File: src/sv/hlcp_pkg.sv
// ----------------------------------------------------------------------------
// hlcp_pkg: shared types and constants for the HSV lamp color to PWM block
// Command codes, sequencer step codes, control bundle, arithmetic constants.
// ----------------------------------------------------------------------------
package hlcp_pkg;

  // Field and datapath widths
  localparam int LEVEL_W = 16;
  localparam int MODE_W  = 3;
  localparam int PCT_W   = 7;   // percent, 0..100
  localparam int DUTY_W  = 14;
  localparam int MUL_W   = 24;  // shared multiplier operand width
  localparam int PROD_W  = 2 * MUL_W;
  localparam int HUE_W   = 9;   // hue after range check, 0..359
  localparam int RDEG_W  = 6;   // degrees inside a sector, 0..59
  localparam int FRAC_W  = 14;  // s*frac products, up to 10000
  localparam int NUM_W   = 20;  // v*(10000-...) up to 1,000,000
  localparam int SCL_W   = 22;  // pct*full scale, up to 3,276,800

  // Range limits and conversion constants
  localparam int HUE_MAX    = 360;
  localparam int PCT_MAX    = 100;
  localparam int SECTOR_DEG = 60;
  localparam int TENK       = 10000;

  // Reciprocal constants: floor(x/d) = (x*M) >> SH over the value range used
  localparam int RECIP3      = 683;      // x < 2048
  localparam int RECIP3_SH   = 11;
  localparam int RECIP100    = 5368710;  // x < 2**22
  localparam int RECIP100_SH = 29;
  localparam int RECIP10K    = 1717987;  // x < 2**20
  localparam int RECIP10K_SH = 34;

  // Command codes carried on tuser
  typedef enum logic [MODE_W-1:0] {
    MODE_SET_HUE = 3'd0,
    MODE_SET_SAT = 3'd1,
    MODE_SET_BRI = 3'd2,
    MODE_ON      = 3'd3,
    MODE_OFF     = 3'd4
  } mode_t;

  // Sequencer states
  typedef enum logic [1:0] {
    ST_IDLE,
    ST_CALC,
    ST_HOLD
  } state_t;

  // One multiplier operation per step
  typedef enum logic [3:0] {
    STP_FRAC, // frac = 5r/3
    STP_FS,   // frac*s
    STP_SNF,  // s*(100-frac)
    STP_VP,   // v*(100-s)
    STP_VQ,   // v*(10000-frac*s)
    STP_VT,   // v*(10000-s*(100-frac))
    STP_DP,   // p = /100
    STP_DQ,   // q = /10000
    STP_DT,   // t = /10000
    STP_SR,   // red pct * full scale
    STP_DR,   // red /100
    STP_SG,
    STP_DG,
    STP_SB,
    STP_DB
  } step_t;

  // Control bundle from the sequencer to the datapath
  typedef struct packed {
    step_t step;
    logic  calc;      // datapath step active
    logic  load_out;  // move duties to the output register
  } ctrl_t;

endpackage

File: src/sv/hlcp_mul.sv
// ----------------------------------------------------------------------------
// hlcp_mul: shared unsigned multiplier
// One 24x24 product per cycle, used by every step of the conversion.
// ----------------------------------------------------------------------------
module hlcp_mul
  import hlcp_pkg::*;
(
  input  logic [MUL_W-1:0]  a,
  input  logic [MUL_W-1:0]  b,
  output logic [PROD_W-1:0] prod
);

  assign prod = PROD_W'(a) * PROD_W'(b);

endmodule

File: src/sv/hlcp_ctrl.sv
// ----------------------------------------------------------------------------
// hlcp_ctrl: conversion sequencer
// Walks the multiplier steps of one recompute, then hands the duties over
// to the output register once it is free.
// ----------------------------------------------------------------------------
module hlcp_ctrl
  import hlcp_pkg::*;
(
  input  logic  clk,
  input  logic  rst_n,
  input  logic  start,     // accepted command needs a recompute
  input  logic  in_range,  // stored hue, saturation, brightness are valid
  input  logic  out_free,  // output register can take a new item
  output logic  in_ready,
  output ctrl_t ctl
);

  state_t state_r, state_nxt;
  step_t  step_r, step_nxt;

  // State and step registers
  always_ff @(posedge clk) begin
    if (!rst_n) begin
      state_r <= ST_IDLE;
      step_r  <= STP_FRAC;
    end else begin
      state_r <= state_nxt;
      step_r  <= step_nxt;
    end
  end

  // Next state and outputs
  always_comb begin
    state_nxt    = state_r;
    step_nxt     = step_r;
    in_ready     = 1'b0;
    ctl.step     = step_r;
    ctl.calc     = 1'b0;
    ctl.load_out = 1'b0;
    unique case (state_r)
      ST_IDLE: begin
        in_ready = 1'b1;
        if (start) begin
          state_nxt = ST_CALC;
          step_nxt  = STP_FRAC;
        end
      end
      ST_CALC: begin
        priority if (step_r == STP_FRAC && !in_range) begin
          // out-of-range value: no result
          state_nxt = ST_IDLE;
        end else if (step_r == STP_DB) begin
          ctl.calc  = 1'b1;
          state_nxt = ST_HOLD;
        end else begin
          ctl.calc = 1'b1;
          step_nxt = step_t'(step_r + 1'b1);
        end
      end
      ST_HOLD: begin
        if (out_free) begin
          ctl.load_out = 1'b1;
          state_nxt    = ST_IDLE;
        end
      end
      default: state_nxt = ST_IDLE;
    endcase
  end

endmodule

File: src/sv/hsv_light_color_to_pwm.sv
// ----------------------------------------------------------------------------
// hsv_light_color_to_pwm: RGB lamp controller, HSV command to three duties
// Keeps hue, saturation, brightness and on state; a recompute converts HSV
// to RGB percent by sector and scales each channel to a PWM duty.
// ----------------------------------------------------------------------------
// A recomputing command walks 15 steps through the one shared 24x24
// multiplier, then holds until the output register is free; no new command
// is taken before the sequencer is back in idle. Other commands only update
// the state, and an out-of-range recompute stops at its first step.
// Reset: synchronous, active low; state clears to zero, lamp off, no item
// pending on the output.
module hsv_light_color_to_pwm
  import hlcp_pkg::*;
#(
  parameter int FULL_DUTY = 8192
) (
  input  logic        clk,
  input  logic        rst_n,
  // command channel
  input  logic        in_tvalid,
  output logic        in_tready,
  input  logic [15:0] in_tdata,   // [15:0] level
  input  logic [2:0]  in_tuser,   // [2:0] mode
  // duty channel
  output logic        out_tvalid,
  input  logic        out_tready,
  output logic [47:0] out_tdata   // [13:0] red_duty, [27:14] green_duty,
                                  // [41:28] blue_duty, [47:42] zero
);

  // Lamp state
  logic [LEVEL_W-1:0] hue_r, sat_r, bri_r, saved_r;
  logic               lamp_on_r;

  logic  in_acc, start, in_range, out_free;
  ctrl_t ctl;

  assign in_acc = in_tvalid && in_tready;

  // Command decode: state update and recompute request
  always_ff @(posedge clk) begin
    if (!rst_n) begin
      hue_r     <= '0;
      sat_r     <= '0;
      bri_r     <= '0;
      saved_r   <= '0;
      lamp_on_r <= 1'b0;
    end else if (in_acc) begin
      unique case (in_tuser)
        MODE_SET_HUE: hue_r <= in_tdata;
        MODE_SET_SAT: sat_r <= in_tdata;
        MODE_SET_BRI: begin
          bri_r   <= in_tdata;
          saved_r <= in_tdata;
        end
        MODE_ON: begin
          bri_r     <= saved_r;
          lamp_on_r <= 1'b1;
        end
        MODE_OFF: begin
          saved_r   <= bri_r;
          bri_r     <= '0;
          lamp_on_r <= 1'b0;
        end
        default: ;
      endcase
    end
  end

  always_comb begin
    unique case (in_tuser)
      MODE_SET_HUE, MODE_SET_SAT, MODE_SET_BRI: start = in_acc && lamp_on_r;
      MODE_ON, MODE_OFF:                         start = in_acc;
      default:                                   start = 1'b0;
    endcase
  end

  assign in_range = (hue_r <= LEVEL_W'(HUE_MAX)) && (sat_r <= LEVEL_W'(PCT_MAX))
                    && (bri_r <= LEVEL_W'(PCT_MAX));

  // Sequencer
  hlcp_ctrl u_ctrl (
    .clk      (clk),
    .rst_n    (rst_n),
    .start    (start),
    .in_range (in_range),
    .out_free (out_free),
    .in_ready (in_tready),
    .ctl      (ctl)
  );

  // Sector split; hue 360 wraps to 0
  logic [HUE_W-1:0]  h_eff, base_deg;
  logic [2:0]        sector;
  logic [RDEG_W-1:0] r_deg;
  logic [HUE_W-1:0]  five_r;

  assign h_eff = (hue_r == LEVEL_W'(HUE_MAX)) ? '0 : hue_r[HUE_W-1:0];

  always_comb begin
    priority if (h_eff < HUE_W'(SECTOR_DEG))     sector = 3'd0;
    else if (h_eff < HUE_W'(2 * SECTOR_DEG))     sector = 3'd1;
    else if (h_eff < HUE_W'(3 * SECTOR_DEG))     sector = 3'd2;
    else if (h_eff < HUE_W'(4 * SECTOR_DEG))     sector = 3'd3;
    else if (h_eff < HUE_W'(5 * SECTOR_DEG))     sector = 3'd4;
    else                                         sector = 3'd5;
  end

  assign base_deg = HUE_W'(sector * SECTOR_DEG);
  assign r_deg    = RDEG_W'(h_eff - base_deg);
  assign five_r   = {1'b0, r_deg, 2'b00} + HUE_W'(r_deg);

  // Intermediate results
  logic [PCT_W-1:0]  frac_r, p_r, q_r, t_r;
  logic [FRAC_W-1:0] fs_r, snf_r, pn_r;
  logic [NUM_W-1:0]  qn_r, tn_r;
  logic [SCL_W-1:0]  scl_r;
  logic [DUTY_W-1:0] red_r, green_r, blue_r;

  logic [PCT_W-1:0]  v_pct, s_pct, s_comp, f_comp;
  logic [FRAC_W-1:0] q_fac, t_fac;

  assign v_pct  = bri_r[PCT_W-1:0];
  assign s_pct  = sat_r[PCT_W-1:0];
  assign s_comp = PCT_W'(PCT_MAX) - s_pct;
  assign f_comp = PCT_W'(PCT_MAX) - frac_r;
  assign q_fac  = FRAC_W'(TENK) - fs_r;
  assign t_fac  = FRAC_W'(TENK) - snf_r;

  // Channel percents by sector
  logic [PCT_W-1:0] r_pct, g_pct, b_pct;

  always_comb begin
    unique case (sector)
      3'd0:    begin r_pct = v_pct; g_pct = t_r;   b_pct = p_r;   end
      3'd1:    begin r_pct = q_r;   g_pct = v_pct; b_pct = p_r;   end
      3'd2:    begin r_pct = p_r;   g_pct = v_pct; b_pct = t_r;   end
      3'd3:    begin r_pct = p_r;   g_pct = q_r;   b_pct = v_pct; end
      3'd4:    begin r_pct = t_r;   g_pct = p_r;   b_pct = v_pct; end
      default: begin r_pct = v_pct; g_pct = p_r;   b_pct = q_r;   end
    endcase
  end

  // Operand select for the shared multiplier
  logic [MUL_W-1:0]  mul_a, mul_b;
  logic [PROD_W-1:0] prod;

  always_comb begin
    unique case (ctl.step)
      STP_FRAC: begin mul_a = MUL_W'(five_r); mul_b = MUL_W'(RECIP3);    end
      STP_FS:   begin mul_a = MUL_W'(frac_r); mul_b = MUL_W'(s_pct);     end
      STP_SNF:  begin mul_a = MUL_W'(s_pct);  mul_b = MUL_W'(f_comp);    end
      STP_VP:   begin mul_a = MUL_W'(v_pct);  mul_b = MUL_W'(s_comp);    end
      STP_VQ:   begin mul_a = MUL_W'(v_pct);  mul_b = MUL_W'(q_fac);     end
      STP_VT:   begin mul_a = MUL_W'(v_pct);  mul_b = MUL_W'(t_fac);     end
      STP_DP:   begin mul_a = MUL_W'(pn_r);   mul_b = MUL_W'(RECIP100);  end
      STP_DQ:   begin mul_a = MUL_W'(qn_r);   mul_b = MUL_W'(RECIP10K);  end
      STP_DT:   begin mul_a = MUL_W'(tn_r);   mul_b = MUL_W'(RECIP10K);  end
      STP_SR:   begin mul_a = MUL_W'(r_pct);  mul_b = MUL_W'(FULL_DUTY); end
      STP_SG:   begin mul_a = MUL_W'(g_pct);  mul_b = MUL_W'(FULL_DUTY); end
      STP_SB:   begin mul_a = MUL_W'(b_pct);  mul_b = MUL_W'(FULL_DUTY); end
      STP_DR, STP_DG, STP_DB: begin
        mul_a = MUL_W'(scl_r);
        mul_b = MUL_W'(RECIP100);
      end
      default:  begin mul_a = '0; mul_b = '0; end
    endcase
  end

  hlcp_mul u_mul (
    .a    (mul_a),
    .b    (mul_b),
    .prod (prod)
  );

  // Capture each product in its destination register
  always_ff @(posedge clk) begin
    if (ctl.calc) begin
      unique case (ctl.step)
        STP_FRAC: frac_r  <= prod[RECIP3_SH +: PCT_W];
        STP_FS:   fs_r    <= prod[FRAC_W-1:0];
        STP_SNF:  snf_r   <= prod[FRAC_W-1:0];
        STP_VP:   pn_r    <= prod[FRAC_W-1:0];
        STP_VQ:   qn_r    <= prod[NUM_W-1:0];
        STP_VT:   tn_r    <= prod[NUM_W-1:0];
        STP_DP:   p_r     <= prod[RECIP100_SH +: PCT_W];
        STP_DQ:   q_r     <= prod[RECIP10K_SH +: PCT_W];
        STP_DT:   t_r     <= prod[RECIP10K_SH +: PCT_W];
        STP_SR, STP_SG, STP_SB: scl_r <= prod[SCL_W-1:0];
        STP_DR:   red_r   <= prod[RECIP100_SH +: DUTY_W];
        STP_DG:   green_r <= prod[RECIP100_SH +: DUTY_W];
        STP_DB:   blue_r  <= prod[RECIP100_SH +: DUTY_W];
        default: ;
      endcase
    end
  end

  // Output register
  logic        out_tvalid_r;
  logic [47:0] out_tdata_r;

  assign out_free = !out_tvalid_r || out_tready;

  always_ff @(posedge clk) begin
    if (!rst_n) begin
      out_tvalid_r <= 1'b0;
    end else if (ctl.load_out) begin
      out_tvalid_r <= 1'b1;
    end else if (out_tready) begin
      out_tvalid_r <= 1'b0;
    end
  end

  always_ff @(posedge clk) begin
    if (ctl.load_out) begin
      out_tdata_r <= {6'd0, blue_r, green_r, red_r};
    end
  end

  assign out_tvalid = out_tvalid_r;
  assign out_tdata  = out_tdata_r;

endmodule

File: config.mk
export PLATFORM = sky130hd
export DESIGN_NAME = hsv_light_color_to_pwm
export DESIGN_NICKNAME = d
export VERILOG_FILES = /design/src/sv/hlcp_pkg.sv /design/src/sv/hlcp_mul.sv /design/src/sv/hlcp_ctrl.sv /design/src/sv/hsv_light_color_to_pwm.sv
export SDC_FILE = /design/constraint.sdc
export NUM_CORES = 1
export LEC_CHECK = 0
export ABC_CLOCK_PERIOD_IN_PS = 16000
export BUFFER_PORTS_ARGS = -buffer_cell sky130_fd_sc_hd__buf_2
export CAP_MARGIN = 5
export CORE_ASPECT_RATIO = 0.5
export CORE_UTILIZATION = 35
export DETAILED_ROUTE_END_ITERATION = 12
export SYNTH_ARGS = -nofsm -noshare
export SYNTH_HDL_FRONTEND = slang
export SYNTH_SLANG_ARGS = --single-unit
File: constraint.sdc
create_clock -name clk -period 16 [get_ports clk]
set_input_delay 0.8 -clock clk [delete_from_list [all_inputs] [get_ports clk]]
set_output_delay 0.8 -clock clk [all_outputs]
set_load 0.02 [all_outputs]
==> impl_metrics.ini <==
[floorplanning]
die_y_um = 200
io_pins = 73
dieArea_um2 = 79700
core_um2 = 77500
initial_utilization = 0.355
die_x_um = 398
row_count = 72

[logic_synthesis]
async_reset_ff_frac = 0
ys_types = 82
syn_inst = 2748
ys_ff_latch = 288
syn_area_um2 = 27500
syn_avg_cell_area_um2 = 10.0
yosysWarnings = 0
synth_edf_count = 216
synthFlopType = edfxtp_1
yosysSeqAreaShare = 0.288

[finish]
nFillCells = 7636
drive_gt1_frac = 0.0719
final_nets = 3369
antenna_cells = 0
syn_to_final_growth_pct = 9.25
fin_area_um2 = 30000

[global_routing]
grt_overflow_total = 0
track_usage = 0.197
grt_pass1_vias = 20100
antenna_found_initial = 1
grt_max_degree = 72
grt_pass1_wl_mm = 121

[sta]
min_period_ps = 13550
setup_viol = 0
setup_tns_ps = 0
finClkSkew_ps = 35.2
max_slew_margin = 0.0288
fin_crit_sh = 0.847
finalMaxSlewViolations = 0
worst_pin_slew_ps = 1420
rsz0062_at_grt = no
fmax_mhz = 73.8
whs_ps = 415
setup_ws_ps = 2450
hold_violations = 0

[power_and_ir_drop]
clkPwrFrac = 0.253
switching_power_w = 0.00112
intPower_w = 0.00178
powerDensity_nw_per_um2 = 96.6
p_leak_nw = 13.6
total_power_w = 0.00290
vdd_drop_max_mv = 0.155
pwr-share-seq = 0.345
p_comb_frac = 0.402
swShare = 0.385

[setup_path]
critPathMostFrequentCell = inv_1
cp-startpoint = hue_r[14]
path_class = flop to flop
cp.arrival_ps = 13840
cp-start-kind = flop
cp.required_ps = 16290
critPathMaxStageDelay_ps = 1200
slowest_stage = a2111oi_0
worstSetupEndpointType = flop
critical_path_peak_fanout = 37
reg2reg_from = hue_r[14]

[clock_tree]
clk_pin_slew_worst_paths_ps = 70
htreeDepth = 1
cts-root-buf = clkbuf_16
post_cts_buffers = 0
cts_buffers = 31
cts_max_path_buffers = 3
cts-hold-fix-buffers = 0
clock_latency_ps = 600
clock-sinks = 288
tritoncts = built
post_cts_resized = 0

[status]
status = finished with violations
violations = max-capacitance violations

[placed_design]
pre_cts_slack_ps = 2680
dpl_cell_area_um2 = 29000
place_congestion = 0.933
io_buffers = 66
dp_hpwl_mm = 59.8

[flow_run]
cap_viol_max_count = 1

[hold_path]
hold_start = blue_r[7]
min_path_type = flop to flop

[drt]
first_iter_violations = 1639
drt_pass1_iterations = 7
avgViaCountPerCell = 5.20
remaining_drc_errors = 0
wl_per_cell_um = 20.3
vias = 19900
antenna_left = 0
drt-total-wl_mm = 77.8
## Yosys cell counts, types with 24 or more instances
master      n  area [um^2]
xnor2_1    35          307
o211a_1    32          320
nand3_1    45          225
xor2_1     24          210
nor2_1    144          541
a21oi_1    59          295
dfxtp_1    72         1440
inv_1     550         2060
nand2_1   389         1460
o21ai_0    36          180
and2_1     53          332
edfxtp_1  216         6490
buf_2      24          120
fa_1      375         7510
ha_1      198         2480
a221oi_1   24          210
clkbuf_1   84          315
a21boi_0   40          300
## power by group through the flow
stage                     clock, W  sequential [W]  combinational [W]
after floorplan                  0         0.00101           0.000763
after global placement           0         0.00102            0.00113
after detailed placement         0         0.00102            0.00116
after CTS                 0.000745         0.00100            0.00117
after global routing      0.000774         0.00100            0.00129
final                     0.000732         0.00100            0.00117
## layer usage
metal / share of wire / vias to the layer above / GRT usage
met5: 0 / - / 0
met4: 0.030 / 0 / 0.0576
met3: 0.070 / 131 / 0.0225
met2: 0.46 / 758 / 0.318
met1: 0.44 / 10100 / 0.278
li1: - / 8946 / -
## stage by stage
stage               utilization  std cells
floorplan                     -       2756
global placement          0.374       3776
detailed placement        0.374       3776
CTS                       0.388       3832
global route              0.388       3832
finish                    0.388       3832
## kinds of logic (layout without fill, tap and decap cells)
logic type | count (synthesis) | count (layout) | synth area share
compound gates | 382 | 382 | 0.104
buf+inv | 676 | 716 | 0.0950
fa+ha+maj | 573 | 573 | 0.363
flops | 288 | 288 | 0.288
simple gates | 746 | 746 | 0.121
mux | 22 | 22 | 0.00833
xor+xnor | 59 | 59 | 0.0188
other cells | 2 | 10 | 0.000273
## registers in the layout, indices dropped and copies added (netlist names), 16 cells and up
signal and flops:
qn_r 20, bri_r 16, hue_r 16, tn_r 20, scl_r 22, saved_r 16, out_tdata 42, sat_r 16
## final cells by class
type / instances / area, um^2 / area share
Multi-Input combinational cell: 1792 / 17100 / 0.568
Sequential cell: 288 / 7930 / 0.264
Inverter: 553 / 2080 / 0.0691
Tap cell: 1036 / 1300 / 0.0432
Clock buffer: 41 / 865 / 0.0288
Timing Repair Buffer: 107 / 638 / 0.0213
Clock inverter: 15 / 171 / 0.00571
## critical path, delay by kind of cell (launching register included)
kind	cells	cell delay, ps
fa+ha+maj	12	4870
compound gates	12	4750
simple gates	8	2090
buf+inv	9	630
xor+xnor	3	550
flops	1	310
## path summary, 6_finish.rpt
| check | endpoint | cells past startpoint | slack [ps] |
|---|---|---|---|
| worst max register to register | blue_r[10] | 44 | 2450 |
| worst min register to register | out_tdata[35] | 0 | 420 |
| worst max-delay path | blue_r[10] | 44 | 2450 |
| worst min-delay path | out_tdata[35] | 0 | 420 |
## placed cells by master (no fill, tap or decap), types with 41 or more instances in the layout
master    netlist  final
a21oi_1        59     56
and2_1         53     53
buf_2          24     66
buf_4           7     41
dfxtp_1        72     72
edfxtp_1      216    216
fa_1          375    375
ha_1          198    198
inv_1         550    550
nand2_1       389    389
nand3_1        45     45
nor2_1        144    139
No activity file was read; power rests on OpenSTA's default activity.
